[src/sv/sfr_pkg.sv]
// ----------------------------------------------------------------------------
// sfr_pkg
// Shared codes, widths and the CRC-16/CCITT-FALSE byte update for the
// serial frame receiver.
// ----------------------------------------------------------------------------
package sfr_pkg;

   localparam int LEN_W  = 16;
   localparam int HDR_LEN = 8;

   // receive phases
   localparam logic [2:0] PH_IDLE    = 3'd0;
   localparam logic [2:0] PH_SYNC2   = 3'd1;
   localparam logic [2:0] PH_HEADER  = 3'd2;
   localparam logic [2:0] PH_PAYLOAD = 3'd3;
   localparam logic [2:0] PH_CRC_LO  = 3'd4;
   localparam logic [2:0] PH_CRC_HI  = 3'd5;

   // result kinds
   localparam logic [2:0] KIND_PAYLOAD   = 3'd0;
   localparam logic [2:0] KIND_FRAME_END = 3'd1;
   localparam logic [2:0] KIND_LINE_CHAR = 3'd3;
   localparam logic [2:0] KIND_LINE_END  = 3'd4;
   localparam logic [2:0] KIND_LINE_DROP = 3'd5;

   // register indexes
   localparam logic [1:0] CSR_SYNC_FIRST  = 2'd0;
   localparam logic [1:0] CSR_SYNC_SECOND = 2'd1;
   localparam logic [1:0] CSR_VERSION     = 2'd2;

   localparam logic [7:0] ASCII_CR    = 8'h0D;
   localparam logic [7:0] ASCII_LF    = 8'h0A;
   localparam logic [7:0] ASCII_SPACE = 8'h20;
   localparam logic [7:0] ASCII_TILDE = 8'h7E;

   localparam logic [15:0] CRC_INIT = 16'hFFFF;
   localparam logic [15:0] CRC_POLY = 16'h1021;

   typedef struct packed {
      logic        crc_ok;
      logic [8:0]  payload_length;
      logic [7:0]  frame_flags;
      logic [15:0] sequence_number;
      logic [15:0] frame_id;
      logic [7:0]  data_byte;
   } rsp_data_type;

   function automatic logic [15:0] crc16_byte(input logic [15:0] crc, input logic [7:0] b);
      logic [15:0] c;
      c = crc ^ {b, 8'h00};
      for (int i = 0; i < 8; i++) begin
         c = c[15] ? ({c[14:0], 1'b0} ^ CRC_POLY) : {c[14:0], 1'b0};
      end
      return c;
   endfunction

endpackage

[src/sv/serial_frame_receiver.sv]
// ----------------------------------------------------------------------------
// serial_frame_receiver
// Sync-hunting frame receiver with header checks, payload streaming,
// CRC-16/CCITT-FALSE check and an ASCII line channel for bytes between frames.
//
//   channel | direction | transfer carries
//   req_    | in        | tdata[7:0] rx_byte
//   rsp_    | out       | tuser[2:0] kind, tdata packed result fields
//   csr_    | in        | write enable, register index, 8-bit data
//
// One byte is taken per cycle while req_tready is high; its state step and CRC
// update finish in the accepting cycle and any result lands in the output
// register the next cycle. req_tready drops only while a result is held and
// rsp_tready is low. Reset is synchronous.
// ----------------------------------------------------------------------------
module serial_frame_receiver #(
   parameter int MAX_PAYLOAD   = 256,
   parameter int LINE_CAPACITY = 128
) (
   input  logic        clock,
   input  logic        reset,
   input  logic        req_tvalid,
   output logic        req_tready,
   input  logic [7:0]  req_tdata,   // [7:0] rx_byte
   output logic        rsp_tvalid,
   input  logic        rsp_tready,
   output logic [63:0] rsp_tdata,   // data_byte, frame_id, sequence_number,
                                    // frame_flags, payload_length, crc_ok, zero pad
   output logic [2:0]  rsp_tuser,   // [2:0] kind
   input  logic        csr_we,
   input  logic [1:0]  csr_index,
   input  logic [7:0]  csr_wdata
);

   localparam int IDX_BITS = $clog2(MAX_PAYLOAD + 1);
   localparam int IDX_W    = (IDX_BITS > 4) ? IDX_BITS : 4;
   localparam int LC_W     = $clog2(LINE_CAPACITY);

   logic [7:0] sync_first_ff, sync_second_ff, version_ff;

   logic [2:0]                phase_ff, phase_in;
   logic [IDX_W-1:0]          idx_ff, idx_in;
   logic [7:0]                hdr_ff [sfr_pkg::HDR_LEN];
   logic                      hdr_we;
   logic [15:0]               crc_ff, crc_in;
   logic [7:0]                crc_lo_ff, crc_lo_in;
   logic [sfr_pkg::LEN_W-1:0] len_ff, len_in;
   logic [LC_W-1:0]           line_ff, line_in;

   logic                  rsp_valid_ff;
   logic [2:0]            rsp_kind_ff;
   sfr_pkg::rsp_data_type rsp_data_ff;

   logic                  req_accept;
   logic                  emit;
   logic                  line_go;
   logic [2:0]            kind;
   sfr_pkg::rsp_data_type data;
   logic [7:0]            b;
   logic [sfr_pkg::LEN_W-1:0] hdr_len;

   assign b          = req_tdata;
   assign req_tready = !rsp_valid_ff || rsp_tready;
   assign req_accept = req_tvalid && req_tready;
   assign hdr_len    = {b, hdr_ff[6]};

   always_comb begin
      phase_in  = phase_ff;
      idx_in    = idx_ff;
      crc_in    = crc_ff;
      crc_lo_in = crc_lo_ff;
      len_in    = len_ff;
      line_in   = line_ff;
      hdr_we    = 1'b0;
      emit      = 1'b0;
      line_go   = 1'b0;
      kind      = sfr_pkg::KIND_PAYLOAD;
      data      = '0;
      unique case (phase_ff)
         sfr_pkg::PH_IDLE: begin
            if (b == sync_first_ff) begin
               phase_in = sfr_pkg::PH_SYNC2;
            end else begin
               line_go = 1'b1;
            end
         end
         sfr_pkg::PH_SYNC2: begin
            if (b == sync_second_ff) begin
               idx_in   = '0;
               crc_in   = sfr_pkg::CRC_INIT;
               phase_in = sfr_pkg::PH_HEADER;
            end else begin
               phase_in = sfr_pkg::PH_IDLE;
               line_go  = 1'b1;
            end
         end
         sfr_pkg::PH_HEADER: begin
            hdr_we = 1'b1;
            crc_in = sfr_pkg::crc16_byte(crc_ff, b);
            idx_in = idx_ff + 1'b1;
            if (idx_ff == IDX_W'(sfr_pkg::HDR_LEN - 1)) begin
               len_in = hdr_len;
               idx_in = '0;
               if (hdr_ff[0] != version_ff ||
                   hdr_len > sfr_pkg::LEN_W'(MAX_PAYLOAD)) begin
                  phase_in = sfr_pkg::PH_IDLE;
               end else if (hdr_len == '0) begin
                  phase_in = sfr_pkg::PH_CRC_LO;
               end else begin
                  phase_in = sfr_pkg::PH_PAYLOAD;
               end
            end
         end
         sfr_pkg::PH_PAYLOAD: begin
            crc_in = sfr_pkg::crc16_byte(crc_ff, b);
            idx_in = idx_ff + 1'b1;
            if ((sfr_pkg::LEN_W + 1)'(idx_ff) + 1'b1 >= {1'b0, len_ff}) begin
               phase_in = sfr_pkg::PH_CRC_LO;
            end
            emit           = 1'b1;
            kind           = sfr_pkg::KIND_PAYLOAD;
            data.data_byte = b;
         end
         sfr_pkg::PH_CRC_LO: begin
            crc_lo_in = b;
            phase_in  = sfr_pkg::PH_CRC_HI;
         end
         sfr_pkg::PH_CRC_HI: begin
            emit                 = 1'b1;
            kind                 = sfr_pkg::KIND_FRAME_END;
            data.frame_id        = {hdr_ff[3], hdr_ff[2]};
            data.sequence_number = {hdr_ff[5], hdr_ff[4]};
            data.frame_flags     = hdr_ff[1];
            data.payload_length  = len_ff[8:0];
            data.crc_ok          = ({b, crc_lo_ff} == crc_ff);
            phase_in             = sfr_pkg::PH_IDLE;
         end
         default: begin
            phase_in = sfr_pkg::PH_IDLE;
         end
      endcase

      if (line_go) begin
         priority if (b == sfr_pkg::ASCII_CR) begin
            line_in = line_ff;
         end else if (b == sfr_pkg::ASCII_LF) begin
            emit    = (line_ff != '0);
            kind    = sfr_pkg::KIND_LINE_END;
            line_in = '0;
         end else if (line_ff >= LC_W'(LINE_CAPACITY - 1)) begin
            emit    = 1'b1;
            kind    = sfr_pkg::KIND_LINE_DROP;
            line_in = '0;
         end else if (b >= sfr_pkg::ASCII_SPACE && b <= sfr_pkg::ASCII_TILDE) begin
            emit           = 1'b1;
            kind           = sfr_pkg::KIND_LINE_CHAR;
            data.data_byte = b;
            line_in        = line_ff + 1'b1;
         end else begin
            line_in = line_ff;
         end
      end
   end

   always_ff @(posedge clock) begin
      if (reset) begin
         sync_first_ff  <= 8'hAA;
         sync_second_ff <= 8'h55;
         version_ff     <= 8'h01;
      end else if (csr_we) begin
         unique case (csr_index)
            sfr_pkg::CSR_SYNC_FIRST:  sync_first_ff  <= csr_wdata;
            sfr_pkg::CSR_SYNC_SECOND: sync_second_ff <= csr_wdata;
            sfr_pkg::CSR_VERSION:     version_ff     <= csr_wdata;
            default: ;
         endcase
      end
   end

   always_ff @(posedge clock) begin
      if (reset) begin
         phase_ff  <= sfr_pkg::PH_IDLE;
         idx_ff    <= '0;
         crc_ff    <= sfr_pkg::CRC_INIT;
         crc_lo_ff <= '0;
         len_ff    <= '0;
         line_ff   <= '0;
      end else if (req_accept) begin
         phase_ff  <= phase_in;
         idx_ff    <= idx_in;
         crc_ff    <= crc_in;
         crc_lo_ff <= crc_lo_in;
         len_ff    <= len_in;
         line_ff   <= line_in;
      end
   end

   always_ff @(posedge clock) begin
      if (req_accept && hdr_we) begin
         hdr_ff[idx_ff[2:0]] <= b;
      end
   end

   always_ff @(posedge clock) begin
      if (reset) begin
         rsp_valid_ff <= 1'b0;
      end else if (req_accept) begin
         rsp_valid_ff <= emit;
      end else if (rsp_tready) begin
         rsp_valid_ff <= 1'b0;
      end
   end

   always_ff @(posedge clock) begin
      if (req_accept && emit) begin
         rsp_kind_ff <= kind;
         rsp_data_ff <= data;
      end
   end

   assign rsp_tvalid = rsp_valid_ff;
   assign rsp_tuser  = rsp_kind_ff;
   assign rsp_tdata  = {6'd0, rsp_data_ff};

   // a byte taken in the last CRC phase always yields a frame end
   a_frame_end: assert property (@(posedge clock) disable iff (reset)
      req_accept && phase_ff == sfr_pkg::PH_CRC_HI
      |=> rsp_tvalid && rsp_tuser == sfr_pkg::KIND_FRAME_END)
      else $error("frame end missing after trailing CRC byte");

   a_line_bound: assert property (@(posedge clock) disable iff (reset)
      line_ff <= LC_W'(LINE_CAPACITY - 1))
      else $error("line count past capacity");

   a_payload_index: assert property (@(posedge clock) disable iff (reset)
      phase_ff == sfr_pkg::PH_PAYLOAD
      |-> (sfr_pkg::LEN_W + 1)'(idx_ff) < {1'b0, len_ff})
      else $error("payload index beyond frame length");

   a_payload_len: assert property (@(posedge clock) disable iff (reset)
      phase_ff == sfr_pkg::PH_PAYLOAD || phase_ff == sfr_pkg::PH_CRC_LO
      |-> len_ff <= sfr_pkg::LEN_W'(MAX_PAYLOAD))
      else $error("accepted frame length over limit");

   a_no_result_without_byte: assert property (@(posedge clock) disable iff (reset)
      !rsp_tvalid && !req_accept |=> !rsp_tvalid)
      else $error("result appeared without an input transfer");

endmodule
[config.mk]
export PLATFORM = sky130hd
export DESIGN_NAME = serial_frame_receiver
export DESIGN_NICKNAME = d
export VERILOG_FILES = /design/src/sv/sfr_pkg.sv /design/src/sv/serial_frame_receiver.sv
export SDC_FILE = /design/constraint.sdc
export NUM_CORES = 1
export LEC_CHECK = 0
export BUFFER_PORTS_ARGS = -buffer_cell sky130_fd_sc_hd__buf_2
export CAP_MARGIN = 20
export CORE_ASPECT_RATIO = 0.9
export CORE_MARGIN = 2
export CORE_UTILIZATION = 63
export DETAILED_ROUTE_END_ITERATION = 6
export GPL_ROUTABILITY_DRIVEN = 0
export GPL_TIMING_DRIVEN = 0
export PLACE_DENSITY = 0.85
export SKIP_LAST_GASP = 1
export SLEW_MARGIN = 25
export SYNTH_ARGS = -nofsm -noshare
export SYNTH_HDL_FRONTEND = slang
export SYNTH_SLANG_ARGS = --single-unit
export TNS_END_PERCENT = 1
[constraint.sdc]
create_clock -name clock -period 11.1 [get_ports clock]
set_clock_uncertainty 0.1 [all_clocks]
set_input_delay 2.22 -clock clock [delete_from_list [all_inputs] [get_ports clock]]
set_output_delay 2.22 -clock clock [all_outputs]
set_load 0.005 [all_outputs]
Yosys cells after proc, flatten, opt, wreduce, memory -nomap -nowiden
Memories as Yosys holds them, arrays and structs flattened. A register that Yosys moved wholly into a read port is not among the register bits.
Cells that the tools add are included.
Widths: inputs -> output; s select.
{"block": "classes", "order_cmp": 5, "n_mux": 49, "n_eq_ne": 18, "n_addsub": 3, "reduce_logical": 31, "bitwise_logic": 10}
{"operator": "$mux 13", "n": 8}
{"operator": "$mux 8", "n": 6}
{"operator": "$pmux 16 s2", "n": 1}
{"operator": "$mux 3", "n": 10}
{"operator": "$pmux 9 s3", "n": 1}
{"operator": "$not 3->3", "n": 8}
{"operator": "$mux 7", "n": 3}
{"operator": "$mux 9", "n": 2}
{"operator": "$eq 16x16->1", "n": 1}
{"operator": "$eq 8x4->1 const B", "n": 2}
{"operator": "$eq 8x8->1", "n": 2}
{"operator": "$ge 10x16->1", "n": 1}
{"operator": "$gt 16x9->1 const B", "n": 1}
{"operator": "$logic_not 16->1", "n": 1}
{"operator": "$mux 16", "n": 1}
{"operator": "$xor 16x16->16", "n": 1}
{"operator": "$pmux 3 s5", "n": 1}
{"operator": "$mux 1", "n": 14}
{"operator": "$add 9x1->10 const B", "n": 1}
{"operator": "$add 9x1->9 const B", "n": 1}
{"operator": "$eq 9x3->1 const B", "n": 1}
{"operator": "$reduce_and 3->1", "n": 3}
{"operator": "$ge 8x6->1 const B", "n": 1}
{"operator": "$le 8x7->1 const B", "n": 1}
{"operator": "other kinds (23)", "n": 44}
{"block": "word_totals", "memories": 1, "output_inout_bits": 69, "reg_bits": 105, "mem_bits_rw": 64, "inputBits": 23}
{"memory": "hdr_ff", "words": 8, "width": 8, "read_ports": 7, "rd_ports_with_merged_regs": 5, "wr": 1, "line": "serial_frame_receiver.sv:43", "rtl": "logic [7:0] hdr_ff [sfr_pkg::HDR_LEN];"}

Depth between registers and ports, before layout
Gate-level depths: netlist of the first run.
{"block": "depth", "ltp_word": 18, "depth_mapped": 10, "depth_no_buf": 10}

Worst setup path before layout of the first run
Ideal clock, no wire load.
{"block": "synth_timing", "path_type": "input to register", "from": "input port req_tdata[4]", "to": "register rsp_data_ff, in the netlist rsp_tdata[0] (enable)", "arrival_time_ns": 6.588, "setup_time_ns": 0.500, "path_slack_ns": 3.911, "n_path_buf": 2, "cell_stages": 7, "required_time_ns": 10.500, "cell_sequence": "buf_2 nor4_1 and2_1 buf_2 nor3_1 a221o_1 a21oi_1"}
{"block": "synth_between", "elab_chain_cells": 8, "elab_cells_between_ends": 16, "classes_between": "order compare (2); eq/ne (4); mux (8); reduce/logical (2)"}
{"element": "start: declaration", "line": "serial_frame_receiver.sv:24", "rtl": "input logic [7:0] req_tdata,"}
{"element": "$ge 8x6->1 or $le 8x7->1 (tied branches)", "line": "serial_frame_receiver.sv:154", "rtl": "end else if (b >= sfr_pkg::ASCII_SPACE && b <= sfr_pkg::ASCII_TILDE) begin"}
{"element": "$logic_and 1x1->1", "line": "serial_frame_receiver.sv:154"}
{"element": "$mux 1", "line": "serial_frame_receiver.sv:154"}
{"element": "$mux 1", "line": "serial_frame_receiver.sv:150", "rtl": "end else if (line_ff >= LC_W'(LINE_CAPACITY - 1)) begin"}
{"element": "$mux 1", "line": "serial_frame_receiver.sv:146", "rtl": "end else if (b == sfr_pkg::ASCII_LF) begin"}
{"element": "$mux 1", "line": "serial_frame_receiver.sv:144", "rtl": "priority if (b == sfr_pkg::ASCII_CR) begin"}
{"element": "$mux 1 (*)", "line": "serial_frame_receiver.sv:143", "rtl": "if (line_go) begin"}
{"element": "$logic_and 1x1->1 (*)", "line": "serial_frame_receiver.sv:215", "rtl": "if (req_accept && emit) begin"}
{"element": "end signal: assignment", "line": "serial_frame_receiver.sv:217", "rtl": "rsp_data_ff <= data;"}
{"element": "end: declaration", "line": "serial_frame_receiver.sv:52", "rtl": "sfr_pkg::rsp_data_type rsp_data_ff;"}
Mark *: on every way between the ends. The rest lies on a longest branch, timed or not.
A chain may end at the register's enable or synchronous reset.

Worst setup path after layout of the first run
{"block": "layout_timing", "from": "input port req_tdata[4]", "to": "register rsp_data_ff, in the netlist rsp_tdata[54] (enable)"}
Same word-level chain as after synthesis.

==> results by group, run 1 <==
Setup path
  • Buffers & Inverters on Critical Path: 5
  • R2R Setup Slk: ~7.7 ns
  • CP arrival: 5.35 ns
  • Reg2reg start: idx_ff[2]$_SDFFE_PP0P_
  • CP Cell Sequence: buf_2 > buf_2 > nor4_1 > and2_1 > buf_2 > nor3_1 > a221o_1 > a21oi_4 > buf_16 > buf_16
  • Reg2Reg Depth: 10
  • Startpoint types: input port
  • Worst Path Required: 11.20 ns
  • CP max stage cell: nor4_1
  • Worst path most repeated cell: buf_2
  • CP delay by family, top: simple AND/OR/NAND/NOR gates
  • Worst Setup SP: req_tdata[4]
  • Kind of critical path: in2reg
  • CP peak stage delay: 0.81 ns
  • Crit. End Element: flip-flop
  • CP Max Fanout: 27
  • R2R Path End: phase_ff[0]$_SDFFE_PP0P_

Detailed routing
  • Total wire length: 21.3 mm
  • DR WL/cell: a little under 20 um
  • Initial DRC Count: 902
  • Pre-Repair DR Iteration Count: 5
  • Drt drc: 0
  • Post-route ant nets: 0
  • Via count: 6674
  • Avg Vias per Cell: 6.20

Logic synthesis
  • Synthesized cell area: approximately 0.0088 mm^2
  • Post-synth ARST share: 0
  • Syn Inst Count: 777
  • Post-synth EDFFs: 117
  • Yosys cell types: 64
  • Syn_area_per_cell: 11.3 um^2
  • Sequential area share after synthesis: 0.591
  • Synth Flop Type: edfxtp_1
  • Synth Register Bits: 201
  • Ys Warns: 0

Timing
  • Slew @ Worst Pin: 1.08 ns
  • Setup TNS: 0 ns
  • Final Max Slew Viols: 0
  • Fmax: ~0.19 GHz
  • Final hold violation count: 0
  • Final-report setup violation count: 0
  • Final min period: approximately 5.2 ns
  • RSZ-0062 raised after global routing: false
  • Part of the cycle the worst path needs: 0.473
  • Slew margin rel.: 0.275

GRT
  • Vias in the first global route: 6305
  • Initial antenna violation count: 0
  • Congestion Overflow GR: 0
  • GRT Util Overall: 0.288
  • Global-route wire length before repair: 33.2 mm
  • Pin count of the biggest net entering global routing: 28

CTS
  • CTS Buf Count: 21
  • Clock buffer depth: 3
  • Resized cells post-CTS: 0
  • Worst-path clk slew: 0.06 ns
  • Clock Latency Late Sink: roughly 0.5 ns
  • Clk sinks: around 200
  • Clock root cell: clkbuf_16
  • H-tree Lvls: 1
  • Postcts setup bufs: 0
  • Cts hold-fix bufs: 0
  • CTS tree: built

Cells and area
  • Share of post-route cells with drive strength above 1: 0.171
  • Final Net Count: 929
  • Layout area overhead: 16.4%
  • Most common cell after layout, fill and taps aside: edfxtp_1
  • Most frequent cells in the layout: edfxtp_1 (117), buf_2 (96), dfxtp_1 (84), nand2_1 (54), a21oi_1 (50)
  • Antenna cells: 0
  • Final Cell Area: 0.0102 mm^2

Floorplan
  • Boundary pin count: 92
  • Cell Rows: 40
  • Die Wd: 128 um
  • Initial Utilization: 0.653
  • DIE AREA: 0.0149 mm^2
  • Core Region: about 0.013 mm^2
  • Die Ht: 116 um

Hold path
  • Hold Path End: len_ff[14]$_SDFFE_PP0P_
  • Hold Path Class: reg2reg
  • HP Start: len_ff[14]$_SDFFE_PP0P_
  • Worst Hold Depth: 2

Placement
  • Port Buffers: 85
  • Detailed placer's ending HPWL: 14.6 mm
  • Area after DPL: 0.00953 mm^2

Flow run
  • Max Cap Viol: 0

Run status
  • Status: finished clean

Power and ir drop
  • Pleak: around 3.8 nW
  • Max IR drop VDD: 127 uV
  • Power Density: 162 mW/mm^2
==> synthesized netlist by cell type (11+ instances only) <==
library cell	count	area [um^2]
inv_1	17	63.8
clkbuf_1	33	124
nand4_1	14	87.6
nand3_1	11	55.1
ha_1	13	163
nor2_1	49	184
edfxtp_1	117	3510
and2_1	44	275
xnor2_1	45	394
nor3_1	17	85.1
nor4_1	21	131
mux2i_1	33	330
xor2_1	19	166
nand2_1	54	203
dfxtp_1	84	1680
a21oi_1	51	255
o21ai_0	40	200
==> final cells by class <==
| type | instances | area [um^2] |
|---|---|---|
| clock inverters | 8 | 92.6 |
| well taps | 168 | 210 |
| repair buffers | 88 | 485 |
| flip-flops and latches | 201 | 5190 |
| fillers | 839 | 3240 |
| plain buffers | 53 | 245 |
| clock buffers | 30 | 589 |
| inverters | 18 | 67.6 |
| multi-input cells | 510 | 3340 |
==> registers in the layout (all words and copies together) (netlist names), 8 cells and up <==
name	flops
crc_ff	16
sync_first_ff	8
len_ff	16
version_ff	8
hdr_ff	56
crc_lo_ff	8
idx_ff	9
rsp_tdata	58
sync_second_ff	8
==> layer usage <==
| layer | global-route usage | part of all wire | vias up |
|---|---|---|---|
| li1 | - | - | 3039 |
| met1 | 0.379 | 0.38 | 3147 |
| met4 | 0.118 | 0.039 | 0 |
| met2 | 0.480 | 0.48 | 415 |
| met3 | 0.0503 | 0.10 | 73 |
| met5 | 0 | 0 | - |
==> worst register-to-register path, cell delays in order, from the launching register on <==
cell and delay (ns):
dfxtp_1 0.36, clkbuf_1 0.42, nand3_1 0.31, nor3_1 0.52, and3_1 0.23, ha_1 0.24
nand3_1 0.10, o21bai_1 0.08, a211oi_1 0.53, nor2_1 0.15, a311oi_1 0.31
==> through the flow <==
stage	util	worst slack (ns)	power, mW	instances	hold slack, ns
3_3_place_gp	0.701	2.21	0.962	1035	0.358
6_report	0.759	5.85	1.65	1076	0.401
4_1_cts	0.758	5.90	1.65	1076	0.396
2_1_floorplan	-	3.91	0.917	782	0.348
3_5_place_dp	0.708	5.41	0.969	1038	0.385
5_1_grt	0.759	5.64	1.70	1076	0.428
==> cell families after synthesis <==
logic type,after synthesis,synth area share
compound gates,148,0.104
fa+ha+maj,13,0.0185
flops,201,0.591
buf+inv,71,0.0356
simple gates,246,0.149
mux,33,0.0376
xor+xnor,64,0.0638
other cells,1,0.000427
==> report_power, final <==
part	switching, mW	internal, mW
logic	0.0923	0.0483
registers	0.00924	0.809
clock network	0.278	0.416
total	0.380	1.27
==> worst max path at each step <==
stage                                        endpoint  slack, ns  depth (start not counted)
after CTS                 rsp_tdata[54]$_SDFFCE_PN0P_       5.90                         10
after detailed placement  rsp_tdata[54]$_SDFFCE_PN0P_       5.41                         10
after floorplan                rsp_tdata[0]$_DFFE_PP_       3.91                          7
after global placement    rsp_tdata[54]$_SDFFCE_PN0P_       2.21                          8
after global routing      rsp_tdata[55]$_SDFFCE_PN0P_       5.64                         10
final                     rsp_tdata[54]$_SDFFCE_PN0P_       5.85                         10
No activity file was read; power rests on OpenSTA's default activity.
==> inputs of run 2 (changes only) <==
Settings changed: ABC_AREA from default to 1, CORE_UTILIZATION 63 to 59, PLACE_DENSITY 0.85 to 0.8.
Clock period 11.1 ns to 4.85 ns, I/O delays scaled along.
==> run 2 against run 1 <==
- register-to-register slack lost 5.7 ns
- count of clock-buffer cells in the layout shrank 5
- sequential share of layout area is 0.36 points lower
- flip-flop and latch count unchanged
- worst setup slack got worse by 3.9 ns
- cell count up 18%
- area after synthesis up 0.58%
- non-clock buffer count is 21 lower
- via count up 1.6%
- routed wire length decreased by 5.8%
- largest cell class unchanged
- largest power group unchanged
- highest routed layer unchanged
==> results by group, run 2 <==
Logic synthesis
  • Syn Inst Count: 943
  • Synth area leaders: edfxtp_1 (40%), dfxtp_1 (19%), nand2_1 (7.2%), nor2_1 (5.3%), inv_1 (5.1%)
  • Post-synth EDFFs: around 120
  • Synth Flop Type: edfxtp_1
  • Synthesized cell area: 0.00884 mm^2
  • Ys Warns: 0
  • Most common library cells after synthesis: nand2_1 (169), nor2_1 (124), inv_1 (119)
  • Yosys cell types: 39
  • Post-synthesis compound-gate area fraction: 0.0927
  • Syn_area_per_cell: 9.37 um^2
  • Post-synth ARST share: 0
  • Adder-Cell Fraction of Synth Area: 0.0184
  • Sequential area share after synthesis: 0.588
  • Most common cell in the synthesized netlist: nand2_1
  • Post-synth top area cell: edfxtp_1
  • Simple logic cell fraction of the synthesized area: 0.185
  • Synth Area in XOR/XNOR: 0.0367
  • Synth Register Bits: 201
  • Yosys top cell area share: 0.398
  • Largest family of logic cells by synthesized area: simple AND/OR/NAND/NOR gates
  • Mux contribution to synthesized area: 0

Setup path
  • Buffers & Inverters on Critical Path: 6
  • CP peak stage delay: 0.28 ns
  • Kind of critical path: in2reg
  • CP Cell Sequence: buf_2 > buf_2 > xnor2_1 > nand2_1 > nor2_1 > nand2_1 > nand2_1 > nand2_2 > buf_6 > nand3_1 > nand2_1 > inv_1 > nand2_1 > inv_4 > buf_16
  • Worst Path Required: 4.93 ns
  • Worst path most repeated cell: nand2_1
  • Startpoint types: input port
  • CP arrival: 3.00 ns
  • CP Max Fanout: 53
  • Reg2Reg Depth: 18
  • R2R Setup Slk: 1.96 ns
  • End point of the critical path: rsp_tdata[30]$_SDFFCE_PN0P_
  • Crit. path cell count: 15
  • CP max stage cell: buf_2
  • Reg2reg start: idx_ff[1]$_SDFFE_PP0P_
  • Crit. End Element: flip-flop
  • R2R Path End: phase_ff[0]$_SDFFE_PP0P_
  • CP delay by family, top: buffers and inverters
  • Worst Setup SP: req_tdata[2]

Cells and area
  • Most common cell after layout, fill and taps aside: nand2_1
  • Antenna cells: 0
  • Layout area overhead: 16.5%
  • Most frequent cells in the layout: nand2_1 (169), nor2_1 (124), inv_1 (118), edfxtp_1 (117), buf_2 (89)
  • Share of post-route cells with drive strength above 1: 0.165
  • Final Non-Filler Cells: 1269
  • Final core utilization: 0.702
  • Final Net Count: about 1100
  • Register area: 0.00519 mm^2
  • Max reg flops: 58
  • Fill cell count: 1065
  • Multi-input logic area: roughly 0.0030 mm^2

Power and ir drop
  • Power Density: 367 mW/mm^2
  • Clock Power Share: 0.451
  • Max IR drop VDD: 279 uV
  • Internal power: 2.95 mW
  • Pleak: 4.32 nW
  • Net Sw Frac: 0.218
  • Net Sw Power: 823 uW
  • Combinational share of power: 0.058
  • Total Power: approximately 3.8 mW
  • Flop pwr share: 0.491

Placement
  • Port Buffers: 84
  • Place WS: 1.48 ns
  • Placed insts: 1231
  • Detailed placer's ending HPWL: 13.4 mm

Detailed routing
  • Total wire length: 20.0 mm
  • Drt drc: 0
  • Pre-Repair DR Iteration Count: 6
  • Via count: 6780
  • Avg Vias per Cell: 5.34
  • DR WL/cell: 15.8 um
  • Post-route ant nets: 0
  • Initial DRC Count: roughly 700

CTS
  • CTS Buf Count: 21
  • Clk sinks: 201
  • Clock root cell: clkbuf_16
  • Resized cells post-CTS: 0
  • Clock Latency Late Sink: 0.51 ns
  • H-tree Lvls: 1
  • Worst-path clk slew: 0.06 ns
  • Postcts setup bufs: 0
  • Clock buffer depth: 3
  • Cts hold-fix bufs: 0
  • CTS tree: built

Timing
  • Final min period: 2.92 ns
  • Part of the cycle the worst path needs: 0.602
  • Slew @ Worst Pin: 0.942 ns
  • RSZ-0062 raised after global routing: false
  • Final Max Slew Viols: 0
  • Fmax: 0.342 GHz
  • Final setup margin: 1.93 ns
  • Final hold violation count: 0
  • Final-report setup violation count: 0
  • Setup TNS: 0 ns
  • Slew margin rel.: 0.367

GRT
  • Pin count of the biggest net entering global routing: 54
  • Initial antenna violation count: 0
  • Met1 Resource Use GR: 0.345
  • GRT Util Overall: 0.252
  • Vias in the first global route: 6387
  • GR Layer Usage met2: 0.407
  • Met3 Usage GRT: 0.0338
  • Most Crowded Layer GR: met2
  • Congestion Overflow GR: 0
  • Global-route wire length before repair: 31.6 mm

Floorplan
  • Cell Rows: 42
  • Boundary pin count: 92
  • Die Wd: roughly 130 um
  • DIE AREA: between 0.015 and 0.02 mm^2
  • Die Ht: around 120 um
  • Core Region: 0.0147 mm^2
  • Initial Utilization: 0.603

Run status
  • Status: finished clean

Flow run
  • Max Cap Viol: 0

Hold path
  • Hold Path Class: reg2reg
run 2: logic make-up (layout without fill, tap and decap cells):
family | after synthesis | in the layout
AND/OR/NAND/NOR | 374 | 374
flip-flops | 201 | 201
buffers and inverters | 166 | 289
AO/OA/AOI/OAI | 151 | 151
XOR/XNOR | 37 | 37
adder cells (fa/ha/maj) | 13 | 13
other | 1 | 6
run 2: power by group through the flow:
stage	logic (mW)	registers, mW	clock network (mW)
2_1_floorplan	0.128	1.89	0
3_3_place_gp	0.206	1.89	0
3_5_place_dp	0.215	1.89	0
4_1_cts	0.217	1.85	1.71
5_1_grt	0.242	1.86	1.78
6_report	0.220	1.85	1.70
run 2: worst min path at each step:
stage | from | end | slack, ns | depth (start not counted)
6_report | sync_second_ff[5]$_SDFFE_PP0P_ | sync_second_ff[5]$_SDFFE_PP0P_ | 0.37 | 2
5_1_grt | sync_second_ff[5]$_SDFFE_PP0P_ | sync_second_ff[5]$_SDFFE_PP0P_ | 0.39 | 2
4_1_cts | sync_second_ff[5]$_SDFFE_PP0P_ | sync_second_ff[5]$_SDFFE_PP0P_ | 0.37 | 2
3_5_place_dp | len_ff[9]$_SDFFE_PP0P_ | len_ff[9]$_SDFFE_PP0P_ | 0.36 | 2
3_3_place_gp | len_ff[9]$_SDFFE_PP0P_ | len_ff[9]$_SDFFE_PP0P_ | 0.35 | 2
2_1_floorplan | len_ff[9]$_SDFFE_PP0P_ | len_ff[9]$_SDFFE_PP0P_ | 0.34 | 2
run 2: worst reg2reg max path, cell delays in order (launching register included):
cell,delay [ns]
dfxtp_1,0.48
nand2_1,0.13
nor2_1,0.24
nand4_1,0.24
nor2_1,0.15
nand2_1,0.08
nand2_1,0.10
inv_1,0.06
ha_1,0.28
nand2_1,0.09
nor2_1,0.05
nor3b_1,0.17
nand2_1,0.12
nand2_1,0.07
nand2_1,0.05
nand2_1,0.14
inv_1,0.09
nand2_1,0.07
a21oi_1,0.06
run 2: per-layer routing:
metal / share of wire / vias up
li1: - / 3312
met1: 0.43 / 3145
met2: 0.47 / 283
met3: 0.069 / 40
met4: 0.026 / 0
met5: 0 / -
run 2: through the flow:
step,instance area (um^2),hold slack [ns]
final,10300,0.367
after global placement,9520,0.354
after CTS,10300,0.368
after global routing,10300,0.390
after detailed placement,9560,0.358
after floorplan,8850,0.335
run 2: layout make-up:
class / count / area share
inverters: 131 / 0.0480
plain buffers: 35 / 0.0196
multi-input cells: 581 / 0.289
flip-flops and latches: 201 / 0.504
repair buffers: 85 / 0.0435
well taps: 198 / 0.0241
clock buffers: 25 / 0.0544
clock inverters: 13 / 0.0169
==> inputs of run 3 (changes only) <==
Clock period 4.85 ns to 2.8 ns, I/O delays scaled along.
==> run 3 against run 2 <==
- worst setup slack got worse by 1.8 ns
- sequential share of layout area fell by 0.70 points
- flip-flop and latch count did not move
- final area rose by 1.4%
- combinational power rose by 77%
- utilization rose by 1.0 points
- die area did not move
- global-route usage fell by 0.30 points
- register-to-register slack got worse by 1.8 ns
- clock power rose by 75%
- total power rose by 74%
==> results by group, run 3 (synthesized netlist as in run 2, its figures left out) <==
Run status
  • Status: finished clean

Floorplan
  • Boundary pin count: 92
  • Die Ht: 120 um
  • Core Region: 0.0147 mm^2
  • Die Wd: 133 um
  • Initial Utilization: 0.603
  • DIE AREA: 0.0160 mm^2
  • Cell Rows: 42

CTS
  • CTS Buf Count: 21
  • Cts hold-fix bufs: 0
  • Clk sinks: 201
  • Clock root cell: clkbuf_16
  • Worst-path clk slew: 0.06 ns
  • H-tree Lvls: 1
  • Clock Latency Late Sink: around 0.51 ns
  • CTS tree: built
  • Clock buffer depth: 3

Setup path
  • Worst Path Required: 3.05 ns
  • Kind of critical path: reg2reg
  • CP Max Fanout: 8
  • R2R Path End: phase_ff[0]$_SDFFE_PP0P_
  • Crit. End Element: flip-flop
  • Reg2reg start: idx_ff[2]$_SDFFE_PP0P_
  • Reg2Reg Depth: 19
  • R2R Setup Slk: between 0.15 and 0.2 ns
  • Startpoint types: flip-flop
  • CP arrival: 2.90 ns

Detailed routing
  • Total wire length: 19.6 mm
  • Pre-Repair DR Iteration Count: 5
  • Drt drc: 0
  • Post-route ant nets: 0
  • Avg Vias per Cell: 5.27
  • Initial DRC Count: about 550
  • Via count: 6715
  • DR WL/cell: 15.4 um

Power and ir drop
  • Clock Power Share: 0.453
  • Internal power: 5.18 mW
  • Flop pwr share: 0.488
  • Combinational share of power: 0.059
  • Net Sw Frac: 0.212
  • Power Density: between 600 and 700 mW/mm^2
  • Net Sw Power: approximately 1.4 mW
  • Max IR drop VDD: 420 uV
  • Pleak: ~4.4 nW

Hold path
  • HP Start: csr_wdata[3]
  • Worst Hold Depth: 3
  • Hold Path End: sync_first_ff[3]$_SDFFE_PP1P_
  • Hold Path Class: in2reg

Placement
  • Detailed placer's ending HPWL: 13.4 mm
  • Port Buffers: 84
  • Placed insts: 1232

Cells and area
  • Most common cell after layout, fill and taps aside: nand2_1
  • Antenna cells: 0
  • Max reg flops: 58
  • Layout area overhead: 18.2%
  • Share of post-route cells with drive strength above 1: 0.179
  • Final Net Count: 1096
  • Final Non-Filler Cells: 1273
  • Fill cell count: 1034
  • Most frequent cells in the layout: nand2_1 (167), nor2_1 (123), inv_1 (118), edfxtp_1 (117), buf_2 (87)

GRT
  • Vias in the first global route: 6256
  • Pin count of the biggest net entering global routing: 31
  • GRT Util Overall: 0.249
  • Congestion Overflow GR: 0
  • Global-route wire length before repair: 31.3 mm
  • Initial antenna violation count: 0

Timing
  • Slew @ Worst Pin: 0.858 ns
  • Final min period: 2.64 ns
  • Fmax: roughly 0.38 GHz
  • Final Max Slew Viols: 0
  • Hold Worst Slack: 0.211 ns
  • Final-report setup violation count: 0
  • Final hold violation count: 0
  • Part of the cycle the worst path needs: 0.945
  • Slew margin rel.: 0.423
  • RSZ-0062 raised after global routing: true

Flow run
  • Max Cap Viol: 0
run 3: worst max-delay path, stage by stage, from the launching register on:
cell	delay (ns)
dfxtp_1	0.36
buf_6	0.15
nand2_1	0.11
nor2_4	0.17
nand4_1	0.17
nor2_1	0.12
nand2_1	0.08
nand2_1	0.09
inv_1	0.05
ha_1	0.28
nand2_1	0.09
nor2_1	0.06
nor3b_2	0.15
nand2_1	0.09
nand2_1	0.06
nand2_1	0.06
nand2_2	0.09
inv_1	0.07
nand2_1	0.07
a21oi_1	0.06
run 3: through the flow:
stage	setup TNS (ns)	utilization	worst slack [ns]	area [um^2]	power, mW
finish	0	0.712	0.155	10400	6.58
global route	-0.103	0.712	-0.0390	10400	6.78
CTS	0	0.708	0.0251	10400	6.61
detailed placement	-11.55	0.658	-0.322	9640	3.66
global placement	-59.15	0.654	-0.970	9590	3.64
floorplan	-1.96	-	-0.0321	8920	3.51
run 3: worst max-delay path by stage:
stage | from | end | slack (ns) | cells after the start
after global routing | idx_ff[2]$_SDFFE_PP0P_ | phase_ff[2]$_SDFFE_PP0P_ | -0.04 | 19
final | idx_ff[2]$_SDFFE_PP0P_ | phase_ff[0]$_SDFFE_PP0P_ | 0.16 | 19
after floorplan | req_tdata[3] | rsp_tdata[0]$_DFFE_PP_ | -0.03 | 12
after global placement | req_tdata[6] | rsp_tdata[38]$_SDFFCE_PN0P_ | -0.97 | 15
after CTS | idx_ff[2]$_SDFFE_PP0P_ | phase_ff[0]$_SDFFE_PP0P_ | 0.03 | 19
after detailed placement | req_tdata[6] | rsp_tdata[36]$_SDFFCE_PN0P_ | -0.32 | 15
run 3: timing repair:
item	in CTS	in global routing
endpoints found under the setup margin	0	27
buffers inserted	0	3
gates resized for setup	0	9
run 3: power groups by stage:
stage	clock, mW	sequential (mW)	combinational [mW]
after floorplan	0	3.28	0.232
after global placement	0	3.28	0.367
after detailed placement	0	3.27	0.382
after CTS	3.01	3.21	0.385
after global routing	3.13	3.22	0.432
final	2.98	3.21	0.390
run 3: metal layers:
metal | vias to the layer above | wire length [um] | track usage
li1 | 3309 | - | -
met1 | 3109 | 8620 | 0.336
met2 | 253 | 9200 | 0.415
met3 | 44 | 1280 | 0.0346
met4 | 0 | 523 | 0.0874
met5 | - | 0 | 0
run 3: layout make-up:
class,instances,area (um^2),area share
Sequential cell,201,5200,0.498
Multi-Input combinational cell,581,3040,0.291
Clock buffer,25,551,0.0527
Inverter,131,498,0.0477
Timing Repair Buffer,89,490,0.0470
Tap cell,198,248,0.0237
Buffer,35,229,0.0219
Clock inverter,13,190,0.0182
